--- src/rtl/stqt_pkg.sv ---
// ----------------------------------------------------------------------------
// stqt_pkg
// Shared types and constants for the session traffic quota tracker.
// ----------------------------------------------------------------------------
package stqt_pkg;

  // Field widths
  localparam int CNT_W        = 64;
  localparam int TIMEOUT_W    = 32;
  localparam int MS_W         = 10;
  localparam int TIMEOUT_MS_W = TIMEOUT_W + MS_W;

  // Milliseconds per second
  localparam logic [MS_W-1:0] MS_PER_SEC = MS_W'(1000);

  // Configuration port geometry: five registers at 8-byte spacing
  localparam int CFG_DATA_W = 64;
  localparam int CFG_ADDR_W = 6;
  localparam int REG_IDX_W  = 3;

  // Register indexes
  localparam logic [REG_IDX_W-1:0] REG_ACT_THRESHOLD = 3'd0;
  localparam logic [REG_IDX_W-1:0] REG_IDLE_TIMEOUT  = 3'd1;
  localparam logic [REG_IDX_W-1:0] REG_MAX_INPUT     = 3'd2;
  localparam logic [REG_IDX_W-1:0] REG_MAX_OUTPUT    = 3'd3;
  localparam logic [REG_IDX_W-1:0] REG_MAX_TOTAL     = 3'd4;

  // Input item
  typedef struct packed {
    logic [CNT_W-1:0] input_count;
    logic [CNT_W-1:0] output_count;
    logic [CNT_W-1:0] now_ms;
  } stqt_in_t;

  // Result item
  typedef struct packed {
    logic             was_active;
    logic             quota_hit;
    logic [CNT_W-1:0] remaining_input;
    logic [CNT_W-1:0] remaining_output;
    logic [CNT_W-1:0] remaining_total;
    logic [CNT_W-1:0] idle_deadline;
  } stqt_out_t;

  // Configuration as seen by the datapath
  typedef struct packed {
    logic [CNT_W-1:0]        activity_threshold;
    logic [TIMEOUT_MS_W-1:0] idle_timeout_ms;
    logic [CNT_W-1:0]        max_input_bytes;
    logic [CNT_W-1:0]        max_output_bytes;
    logic [CNT_W-1:0]        max_total_bytes;
  } stqt_cfg_t;

endpackage

--- src/rtl/stqt_cfg.sv ---
// ----------------------------------------------------------------------------
// stqt_cfg
// Configuration register file behind an APB-style port. The idle timeout is
// also kept pre-scaled to milliseconds for the datapath.
// ----------------------------------------------------------------------------
module stqt_cfg import stqt_pkg::*; (
  input  logic                  clk,
  input  logic                  rst_n,
  input  logic                  cfg_psel,
  input  logic                  cfg_penable,
  input  logic                  cfg_pwrite,
  input  logic [CFG_ADDR_W-1:0] cfg_paddr,
  input  logic [CFG_DATA_W-1:0] cfg_pwdata,
  output logic [CFG_DATA_W-1:0] cfg_prdata,
  output logic                  cfg_pready,
  output stqt_cfg_t             cfg_o
);

  logic [CNT_W-1:0]        threshold_r;
  logic [TIMEOUT_W-1:0]    timeout_s_r;
  logic [TIMEOUT_MS_W-1:0] timeout_ms_r;
  logic [TIMEOUT_MS_W-1:0] timeout_ms_nxt;
  logic [CNT_W-1:0]        max_in_r;
  logic [CNT_W-1:0]        max_out_r;
  logic [CNT_W-1:0]        max_total_r;
  logic [REG_IDX_W-1:0]    reg_idx;
  logic                    wr_en;

  assign cfg_pready = 1'b1;
  assign reg_idx    = cfg_paddr[CFG_ADDR_W-1:CFG_ADDR_W-REG_IDX_W];
  assign wr_en      = cfg_psel && cfg_penable && cfg_pwrite && cfg_pready;

  // Scale seconds to milliseconds at write time
  assign timeout_ms_nxt = TIMEOUT_MS_W'(cfg_pwdata[TIMEOUT_W-1:0])
                        * TIMEOUT_MS_W'(MS_PER_SEC);

  // Register writes; unknown indexes are dropped
  always_ff @(posedge clk) begin
    if (!rst_n) begin
      threshold_r  <= '0;
      timeout_s_r  <= '0;
      timeout_ms_r <= '0;
      max_in_r     <= '0;
      max_out_r    <= '0;
      max_total_r  <= '0;
    end else if (wr_en) begin
      unique case (reg_idx)
        REG_ACT_THRESHOLD: threshold_r <= cfg_pwdata;
        REG_IDLE_TIMEOUT: begin
          timeout_s_r  <= cfg_pwdata[TIMEOUT_W-1:0];
          timeout_ms_r <= timeout_ms_nxt;
        end
        REG_MAX_INPUT:     max_in_r    <= cfg_pwdata;
        REG_MAX_OUTPUT:    max_out_r   <= cfg_pwdata;
        REG_MAX_TOTAL:     max_total_r <= cfg_pwdata;
        default: ;
      endcase
    end
  end

  // Read mux
  always_comb begin
    unique case (reg_idx)
      REG_ACT_THRESHOLD: cfg_prdata = threshold_r;
      REG_IDLE_TIMEOUT:  cfg_prdata = CFG_DATA_W'(timeout_s_r);
      REG_MAX_INPUT:     cfg_prdata = max_in_r;
      REG_MAX_OUTPUT:    cfg_prdata = max_out_r;
      REG_MAX_TOTAL:     cfg_prdata = max_total_r;
      default:           cfg_prdata = '0;
    endcase
  end

  assign cfg_o.activity_threshold = threshold_r;
  assign cfg_o.idle_timeout_ms    = timeout_ms_r;
  assign cfg_o.max_input_bytes    = max_in_r;
  assign cfg_o.max_output_bytes   = max_out_r;
  assign cfg_o.max_total_bytes    = max_total_r;

endmodule

--- src/rtl/stqt_core.sv ---
// ----------------------------------------------------------------------------
// stqt_core
// Session state and per-item update: activity decision, mark and deadline
// update, quota check and remaining byte counts.
// ----------------------------------------------------------------------------
module stqt_core import stqt_pkg::*; (
  input  logic      clk,
  input  logic      rst_n,
  input  logic      fire_i,
  input  stqt_in_t  item_i,
  input  stqt_cfg_t cfg_i,
  output stqt_out_t result_o
);

  logic [CNT_W-1:0] last_in_r,  last_in_nxt;
  logic [CNT_W-1:0] last_out_r, last_out_nxt;
  logic [CNT_W-1:0] mark_in_r,  mark_in_nxt;
  logic [CNT_W-1:0] mark_out_r, mark_out_nxt;
  logic [CNT_W-1:0] deadline_r, deadline_nxt;

  logic [CNT_W:0]   diff_in;
  logic [CNT_W:0]   diff_out;
  logic [CNT_W-1:0] d_in;
  logic [CNT_W-1:0] d_out;
  logic [CNT_W:0]   d_sum;
  logic [CNT_W:0]   use_sum;
  logic             active;
  logic             hit_in;
  logic             hit_out;
  logic             hit_total;

  // Deltas against the activity marks, clamped at zero
  assign diff_in  = {1'b0, item_i.input_count}  - {1'b0, mark_in_r};
  assign diff_out = {1'b0, item_i.output_count} - {1'b0, mark_out_r};
  assign d_in     = diff_in[CNT_W]  ? '0 : diff_in[CNT_W-1:0];
  assign d_out    = diff_out[CNT_W] ? '0 : diff_out[CNT_W-1:0];
  assign d_sum    = {1'b0, d_in} + {1'b0, d_out};

  // Activity: threshold on delta sum, or any growth when threshold is zero
  always_comb begin
    if (cfg_i.activity_threshold != '0) begin
      active = d_sum >= {1'b0, cfg_i.activity_threshold};
    end else begin
      active = (item_i.input_count > last_in_r) || (item_i.output_count > last_out_r);
    end
  end

  // State update
  always_comb begin
    last_in_nxt  = item_i.input_count;
    last_out_nxt = item_i.output_count;
    mark_in_nxt  = mark_in_r;
    mark_out_nxt = mark_out_r;
    deadline_nxt = deadline_r;
    if (active) begin
      mark_in_nxt  = item_i.input_count;
      mark_out_nxt = item_i.output_count;
      if (cfg_i.idle_timeout_ms != '0) begin
        deadline_nxt = item_i.now_ms + CNT_W'(cfg_i.idle_timeout_ms);
      end
    end
  end

  always_ff @(posedge clk) begin
    if (!rst_n) begin
      last_in_r  <= '0;
      last_out_r <= '0;
      mark_in_r  <= '0;
      mark_out_r <= '0;
      deadline_r <= '0;
    end else if (fire_i) begin
      last_in_r  <= last_in_nxt;
      last_out_r <= last_out_nxt;
      mark_in_r  <= mark_in_nxt;
      mark_out_r <= mark_out_nxt;
      deadline_r <= deadline_nxt;
    end
  end

  // Quota checks; total usage is taken at full width
  assign use_sum   = {1'b0, item_i.input_count} + {1'b0, item_i.output_count};
  assign hit_in    = (cfg_i.max_input_bytes != '0)
                   && (item_i.input_count >= cfg_i.max_input_bytes);
  assign hit_out   = (cfg_i.max_output_bytes != '0)
                   && (item_i.output_count >= cfg_i.max_output_bytes);
  assign hit_total = (cfg_i.max_total_bytes != '0)
                   && (use_sum >= {1'b0, cfg_i.max_total_bytes});

  // Result fields, after the update
  always_comb begin
    result_o.was_active       = active;
    result_o.quota_hit        = hit_in || hit_out || hit_total;
    result_o.remaining_input  = hit_in ? '0
                              : cfg_i.max_input_bytes - item_i.input_count;
    result_o.remaining_output = hit_out ? '0
                              : cfg_i.max_output_bytes - item_i.output_count;
    result_o.remaining_total  = hit_total ? '0
                              : cfg_i.max_total_bytes - use_sum[CNT_W-1:0];
    if (cfg_i.max_input_bytes == '0) begin
      result_o.remaining_input = '0;
    end
    if (cfg_i.max_output_bytes == '0) begin
      result_o.remaining_output = '0;
    end
    if (cfg_i.max_total_bytes == '0) begin
      result_o.remaining_total = '0;
    end
    result_o.idle_deadline    = deadline_nxt;
  end

endmodule

--- src/rtl/session_traffic_quota_tracker.sv ---
// ----------------------------------------------------------------------------
// session_traffic_quota_tracker
// Tracks one traffic session from samples of its byte counters: activity,
// idle deadline, quota status and remaining bytes.
// ----------------------------------------------------------------------------
//
//   channel  | ports                               | payload
//   ---------+-------------------------------------+------------------------
//   input    | in_valid, in_stall, in_item         | stqt_in_t  (counters, time)
//   result   | out_valid, out_stall, out_item      | stqt_out_t (flags, remains)
//   config   | cfg_psel/penable/pwrite/paddr/...   | 64-bit regs at 8*index
//
// One item per cycle sustained unless out_stall holds the result. An item
// sits in the input register, where the 64-bit update against the session
// state is done, and is then held in the result register.
// Synchronous active-low reset clears the session state and valid flags, not
// the payload registers. A stalled result blocks the input register only;
// in_stall rises when both registers are full and out_stall is high.
// ----------------------------------------------------------------------------
module session_traffic_quota_tracker import stqt_pkg::*; (
  input  logic                  clk,
  input  logic                  rst_n,
  // input channel
  input  logic                  in_valid,
  output logic                  in_stall,
  input  stqt_in_t              in_item,
  // result channel
  output logic                  out_valid,
  input  logic                  out_stall,
  output stqt_out_t             out_item,
  // configuration port
  input  logic                  cfg_psel,
  input  logic                  cfg_penable,
  input  logic                  cfg_pwrite,
  input  logic [CFG_ADDR_W-1:0] cfg_paddr,
  input  logic [CFG_DATA_W-1:0] cfg_pwdata,
  output logic [CFG_DATA_W-1:0] cfg_prdata,
  output logic                  cfg_pready
);

  stqt_cfg_t cfg;
  stqt_out_t result;
  stqt_in_t  item_r;
  stqt_out_t out_item_r;
  logic      item_vld_r, item_vld_nxt;
  logic      out_vld_r,  out_vld_nxt;
  logic      load;
  logic      fire;

  stqt_cfg u_cfg (
    .clk         (clk),
    .rst_n       (rst_n),
    .cfg_psel    (cfg_psel),
    .cfg_penable (cfg_penable),
    .cfg_pwrite  (cfg_pwrite),
    .cfg_paddr   (cfg_paddr),
    .cfg_pwdata  (cfg_pwdata),
    .cfg_prdata  (cfg_prdata),
    .cfg_pready  (cfg_pready),
    .cfg_o       (cfg)
  );

  stqt_core u_core (
    .clk      (clk),
    .rst_n    (rst_n),
    .fire_i   (fire),
    .item_i   (item_r),
    .cfg_i    (cfg),
    .result_o (result)
  );

  // Handshake: process the held item whenever the result register frees up
  assign fire     = item_vld_r && (!out_vld_r || !out_stall);
  assign in_stall = item_vld_r && !fire;
  assign load     = in_valid && !in_stall;

  assign item_vld_nxt = load || (item_vld_r && !fire);
  assign out_vld_nxt  = fire || (out_vld_r && out_stall);

  // Valid flags
  always_ff @(posedge clk) begin
    if (!rst_n) begin
      item_vld_r <= 1'b0;
      out_vld_r  <= 1'b0;
    end else begin
      item_vld_r <= item_vld_nxt;
      out_vld_r  <= out_vld_nxt;
    end
  end

  // Payload registers: capture input item, hold result until taken
  always_ff @(posedge clk) begin
    if (load) begin
      item_r <= in_item;
    end
    if (fire) begin
      out_item_r <= result;
    end
  end

  assign out_valid = out_vld_r;
  assign out_item  = out_item_r;

  // A processed item shows up as a result the next cycle
  a_fire_to_out: assert property (@(posedge clk) disable iff (!rst_n)
    fire |=> out_vld_r)
    else $error("processed item did not reach the result register");

  // A stalled input side always has an item waiting in the input register
  a_stall_holds: assert property (@(posedge clk) disable iff (!rst_n)
    in_stall |=> item_vld_r)
    else $error("input register emptied while input was stalled");

  // A new result only appears after an item was processed
  a_out_from_fire: assert property (@(posedge clk) disable iff (!rst_n)
    $rose(out_vld_r) |-> $past(fire))
    else $error("result appeared without a processed item");

endmodule
--- config.mk ---
export PLATFORM = sky130hd
export DESIGN_NAME = session_traffic_quota_tracker
export DESIGN_NICKNAME = d
export VERILOG_FILES = /design/src/rtl/stqt_pkg.sv /design/src/rtl/stqt_cfg.sv /design/src/rtl/stqt_core.sv /design/src/rtl/session_traffic_quota_tracker.sv
export SDC_FILE = /design/constraint.sdc
export NUM_CORES = 2
export LEC_CHECK = 0
export BUFFER_PORTS_ARGS = -buffer_cell sky130_fd_sc_hd__buf_4
export CAP_MARGIN = 10
export CORE_AREA = 2 2 526 528
export DETAILED_ROUTE_END_ITERATION = 7
export DIE_AREA = 0 0 528 530
export PLACE_DENSITY = 0.45
export SKIP_LAST_GASP = 1
export SYNTH_ARGS = -nofsm -noshare
export SYNTH_HDL_FRONTEND = slang
export SYNTH_SLANG_ARGS = --single-unit
--- constraint.sdc ---
create_clock -name clk -period 11.9 [get_ports clk]
set_clock_uncertainty 0.05 [all_clocks]
set_input_delay 1.785 -clock clk [delete_from_list [all_inputs] [get_ports clk]]
set_output_delay 1.785 -clock clk [all_outputs]
set_load 0.01 [all_outputs]
After elaboration in Yosys (flattened, before gate mapping)
Cells that the tools add are included.
{"block": "word_totals", "elab_cells": 84, "inputBits": 269, "regBits": 1099, "output_inout_bits": 325}
{"block": "classes", "order_cmp": 6, "n_eq_ne": 4, "n_mul": 1, "reduce_logical": 37, "n_addsub": 8, "n_mux": 6}
{"cell": "$pmux 64 s5", "count": 1}
{"cell": "$mux 64", "count": 4}
{"cell": "$reduce_bool 64->1", "count": 4}
{"cell": "$logic_not 64->1", "count": 3}
{"cell": "$sub 64x64->64", "count": 3}
{"cell": "$add 64x64->65", "count": 2}
{"cell": "$ge 65x64->1", "count": 2}
{"cell": "$sub 64x64->65", "count": 2}
{"cell": "$ge 64x64->1", "count": 2}
{"cell": "$gt 64x64->1", "count": 2}
{"cell": "$add 64x42->64", "count": 1}
{"cell": "$reduce_bool 42->1", "count": 1}
{"cell": "$mul 32x7->39 const B", "count": 1}
{"cell": "$reduce_and 2->1", "count": 6}
{"cell": "$logic_and 1x1->1", "count": 9}
{"cell": "$eq 3x2->1 const B", "count": 2}
{"cell": "$logic_or 1x1->1", "count": 6}
{"cell": "$reduce_or 2->1", "count": 3}
{"cell": "$logic_not 1->1", "count": 4}
{"cell": "$eq 3x1->1 const B", "count": 1}
{"cell": "$eq 3x3->1 const B", "count": 1}
{"cell": "$logic_not 3->1", "count": 1}
{"cell": "$mux 1", "count": 1}

Logic depth before layout (Yosys ltp)
{"block": "depth", "ltp_word": 8, "mapped_depth": 46, "mapped_depth_nobuf": 43}

Cells and area by module
A second synthesis with hierarchy kept.
{"block": "unflattened", "hier_cells": 9548, "area_unflattened_um2": 82821.9}
{"mod": "stqt_core", "cells_each": 6850, "n_inst": 1, "seq_area_each_um2": 6406.1, "area_each_um2": 49987.9}
{"mod": "stqt_cfg", "cells_each": 2240, "n_inst": 1, "seq_area_each_um2": 6506.2, "area_each_um2": 19237.2}
{"mod": "session_traffic_quota_tracker", "cells_each": 458, "n_inst": 1, "seq_area_each_um2": 13553.0, "area_each_um2": 13596.8}

Worst setup path before layout
Ideal clock, no wire load.
{"block": "synth_timing", "kind": "input-to-reg", "start": "input out_stall", "end": "register item_r[0] (netlist bit) (enable)", "t_required_ns": 11.082, "setup_time_ns": 0.768, "t_arrival_ns": 10.430, "slack_ns": 0.652, "n_path_buf": 0, "stages": 2, "path_cell_list": "and3_1 -> nor2b_1"}
{"block": "synth_via", "elab_chain_cells": 7}
{"item": "start: declaration", "line": "session_traffic_quota_tracker.sv:29", "source": "input logic out_stall,"}
{"item": "$logic_not 1->1", "line": "session_traffic_quota_tracker.sv:73", "source": "assign fire = item_vld_r && (!out_vld_r || !out_stall);"}
{"item": "$logic_or 1x1->1", "line": "session_traffic_quota_tracker.sv:73"}
{"item": "$logic_and 1x1->1", "line": "session_traffic_quota_tracker.sv:73"}
{"item": "$logic_not 1->1", "line": "session_traffic_quota_tracker.sv:74", "source": "assign in_stall = item_vld_r && !fire;"}
{"item": "$logic_and 1x1->1", "line": "session_traffic_quota_tracker.sv:74"}
{"item": "$logic_not 1->1", "line": "session_traffic_quota_tracker.sv:75", "source": "assign load = in_valid && !in_stall;"}
{"item": "$logic_and 1x1->1", "line": "session_traffic_quota_tracker.sv:75"}
{"item": "named net load", "line": "session_traffic_quota_tracker.sv:47", "source": "logic load;"}
{"item": "end signal: assignment", "line": "session_traffic_quota_tracker.sv:94", "source": "item_r <= in_item;"}
{"item": "end: declaration", "line": "session_traffic_quota_tracker.sv:43", "source": "stqt_in_t item_r;"}
The timed path passes the listed nets, and every way through them passes these cells.
A chain may end at the register's enable or synchronous reset.

==> results.md <==
* Int Power at 9.67 mW
* Fin Hold WS at 0.403 ns
* Inserted Clock Buffers at between 100 and 150
* Switching power total at 5.89 mW
* Sequential power share at 0.284
* 1st-iter DRT viols at between 7000 and 8000
* Worst Max-Slew Pin Slew at 1.25 ns
* H-tree depth at 4
* Die W at 528 um
* Cells after Synth at 9530
* Synthesized area at 79300 um^2
* CP peak stage delay at 0.54 ns
* Largest net degree at the start of global routing at about 160
* Power Total at between 15 and 20 mW
* YS warnings at 0
* First-pass DRT Iterations at 7
* First-pass GRT wire length at 487000 um
* Max cap viols at 0
* Non-filler cells, final at 13800
* Core area at between 200000 and 300000 um^2
* Port bufs at 589
* Number of global-route vias before repair at 68100
* WL per Instance at 25.2 um
* Worst relative slew slack at 0.166
* Leakage Power at 38.7 nW
* Grt ovf at 0
* DR vias at 72800
* I/O Pins at 594
* Area growth syn-to-layout at 18.1%
* CP max stage cell: a31oi_1
* Async set-reset flop share out of synthesis at 0
* Initial antenna violation count at 55
* Placer Congestion at 0.971
* Routed vias/inst at approximately 5.3
* Area leader, netlist: edfxtp_1
* Cell Rows at 193
* Final worst slack at 0.640 ns
* Power per cell area at around 170 nW/um^2
* Global Route Usage Sum at 0.239
* Worst Setup End Kind: flip-flop
* Highest Clock Rate at between 80 and 90 MHz
* Sw frac at 0.379
* Final instance area at 93600 um^2
* Aggregate routed wire length at 349000 um
* Pre-CTS setup slack at about 0.36 ns
* Core Util, Final at 0.341
* Status: complete, no violations
* Setup TNS at 0 ns
* Post-placement cell area at 88700 um^2
* Area occupied by multi-input gates at about 48000 um^2
* CTS sink count at 1097
* CP Max Fanout at 31
* Longest Clk Path Bufs at 4
* Final slew viol count at 0
* Final hold violation count at 0
* Area fraction of the dominant cell type after synthesis at 0.170
* Finish-stage setup viols at 0
* Post-CTS Setup Bufs at 0
* Die Y at 530 um
* Critical Path Start Type: flip-flop
* Min Tclk post-route at about 11 ns
* Clk pwr share at 0.293
* Post-synth EDFFs at 450
* TritonCTS clock tree: done
* Flops & latches, synth at 1097
* Commonest non-fill, non-tap cell in the layout: nand2_1
* DP HPWL at 282000 um
* Synth top area cells: edfxtp_1 17%, dfxtp_1 16%, ha_1 13%, a21oi_1 7.5%, nand2_1 5.8%
* Worst EP arrival at approximately 12 ns
* Commonest non-fill, non-tap cells in the layout: 1225 x nand2_1, 1195 x a21oi_1, 917 x nor2_1
* Storage cell area at 26500 um^2
* Layout cell share with drive strength beyond 1 at 0.119
* Post-route ant nets at 0
* Later-pin clock latency in the skew report at between 0.8 and 0.9 ns
* Synth Flop Type: dfxtp_1
* Final nets at 11300
* Starting Density at 0.288
* # fillers at 28700
* Combinational power share at 0.422
* Tcrit/Tclk final at 0.946
* Register area share after synthesis at 0.334
* WP data required at ~12 ns
* Unrepaired setup endpoints after global routing: false
* CTS Root Buffer Type: clkbuf_16
* Drt drc at 0
* Dpl cells at 13500
* Kind of critical path: reg -> reg
* Syn_nets at 10800
* Syn Area/Cell at a little over 8 um^2
* Die ar. at 280000 um^2
* Maximum vdd drop at 0.109 mV
* Clk slew on worst S/H paths at 0.06 ns
* Synth cell types at 88
* Min-Delay Path Class: reg -> reg
==> cell type report <==
class                   instances  area share
well taps                    3607      0.0482
clock inverters                68     0.00815
clock buffers                 191      0.0434
multi-input cells            7255       0.518
inverters                     740      0.0298
diodes                         33    0.000882
repair buffers                834      0.0691
flip-flops and latches       1097       0.283
==> state kept, by name (all words and copies together), names as in the netlist <==
signal	cells
out_valid	1
u_core.last_out_r	64
item_r	192
u_core.mark_out_r	64
u_core.mark_in_r	64
u_cfg.max_in_r	64
u_core.last_in_r	64
u_core.deadline_r	64
item_vld_r	1
u_cfg.timeout_ms_r	37
out_item	258
u_cfg.threshold_r	64
u_cfg.max_out_r	64
u_cfg.timeout_s_r	32
u_cfg.max_total_r	64
==> per-layer routing <==
metal | GRT usage | vias to the layer above | share of wire
met1 | 0.359 | 35100 | 0.48
li1 | - | 34600 | -
met5 | 0 | - | 0.000020
met2 | 0.332 | 2652 | 0.40
met3 | 0.0440 | 399 | 0.077
met4 | 0.0913 | 2 | 0.040
==> what timing repair did <==
| action | 4_1_cts | 5_1_grt |
|---|---|---|
| resized for setup | 0 | 2 |
| endpoints found under the setup margin | 0 | 61 |
| hold buffers | 0 | 0 |
==> worst paths after layout <==
check                       start              endpoint  slack [ns]  cells past startpoint
max reg2reg           item_r[128]           out_item[5]        0.64                     45
min reg2reg  u_core.last_in_r[40]  u_core.last_in_r[40]        0.40                      2
min          u_core.last_in_r[40]  u_core.last_in_r[40]        0.40                      2
max                   item_r[128]           out_item[5]        0.64                     45
==> critical path, delay by kind of cell (launching register included) <==
family,cells,cell delay (ns)
mux,1,0.37
fa+ha+maj,4,1.10
simple gates,10,2.10
buf+inv,6,0.98
compound gates,24,5.84
flops,1,0.47
==> cell families (layout without fill, tap and decap cells) <==
family / after synthesis / count (layout) / share of synthesized area
buffers and inverters: 1178 / 1833 / 0.0562
AO/OA/AOI/OAI: 2677 / 2677 / 0.209
other: 1 / 34 / 0.0000473
XOR/XNOR: 489 / 489 / 0.0540
adder cells (fa/ha/maj): 953 / 953 / 0.162
multiplexers: 118 / 118 / 0.0161
AND/OR/NAND/NOR: 3017 / 3017 / 0.169
flip-flops: 1097 / 1097 / 0.334
==> power groups by stage <==
stage	clock, mW	combinational [mW]	sequential [mW]
final	4.57	6.57	4.43
after global routing	4.79	7.30	4.45
after CTS	4.67	6.53	4.42
after detailed placement	0	6.50	4.50
after global placement	0	6.44	4.50
after floorplan	0	4.43	4.49
==> synth_stat cells, types with 23 or more instances <==
library cell and number:
a21oi_1 1195, a21boi_0 24, nand4_1 159, o21ai_0 343, nor3_1 112, and3_1 74, fa_1 126, edfxtp_1 450
a211oi_1 63, xor2_1 194, and2_1 39, buf_1 23, nand2_1 1230, xnor2_1 295, nand2b_1 71, mux2i_1 45
ha_1 827, nand3_1 106, a221o_1 42, a22oi_1 69, o22ai_1 44, a31oi_1 69, o211ai_1 39, o21a_1 49
nor4_1 101, nor2b_1 93, o31ai_1 29, o21bai_1 95, clkbuf_1 396, a21o_1 396, or2_2 28, dfxtp_1 647
a22o_1 35, nor2_1 919, inv_1 739, mux2_2 73
Power figures use the tool's default switching activity.
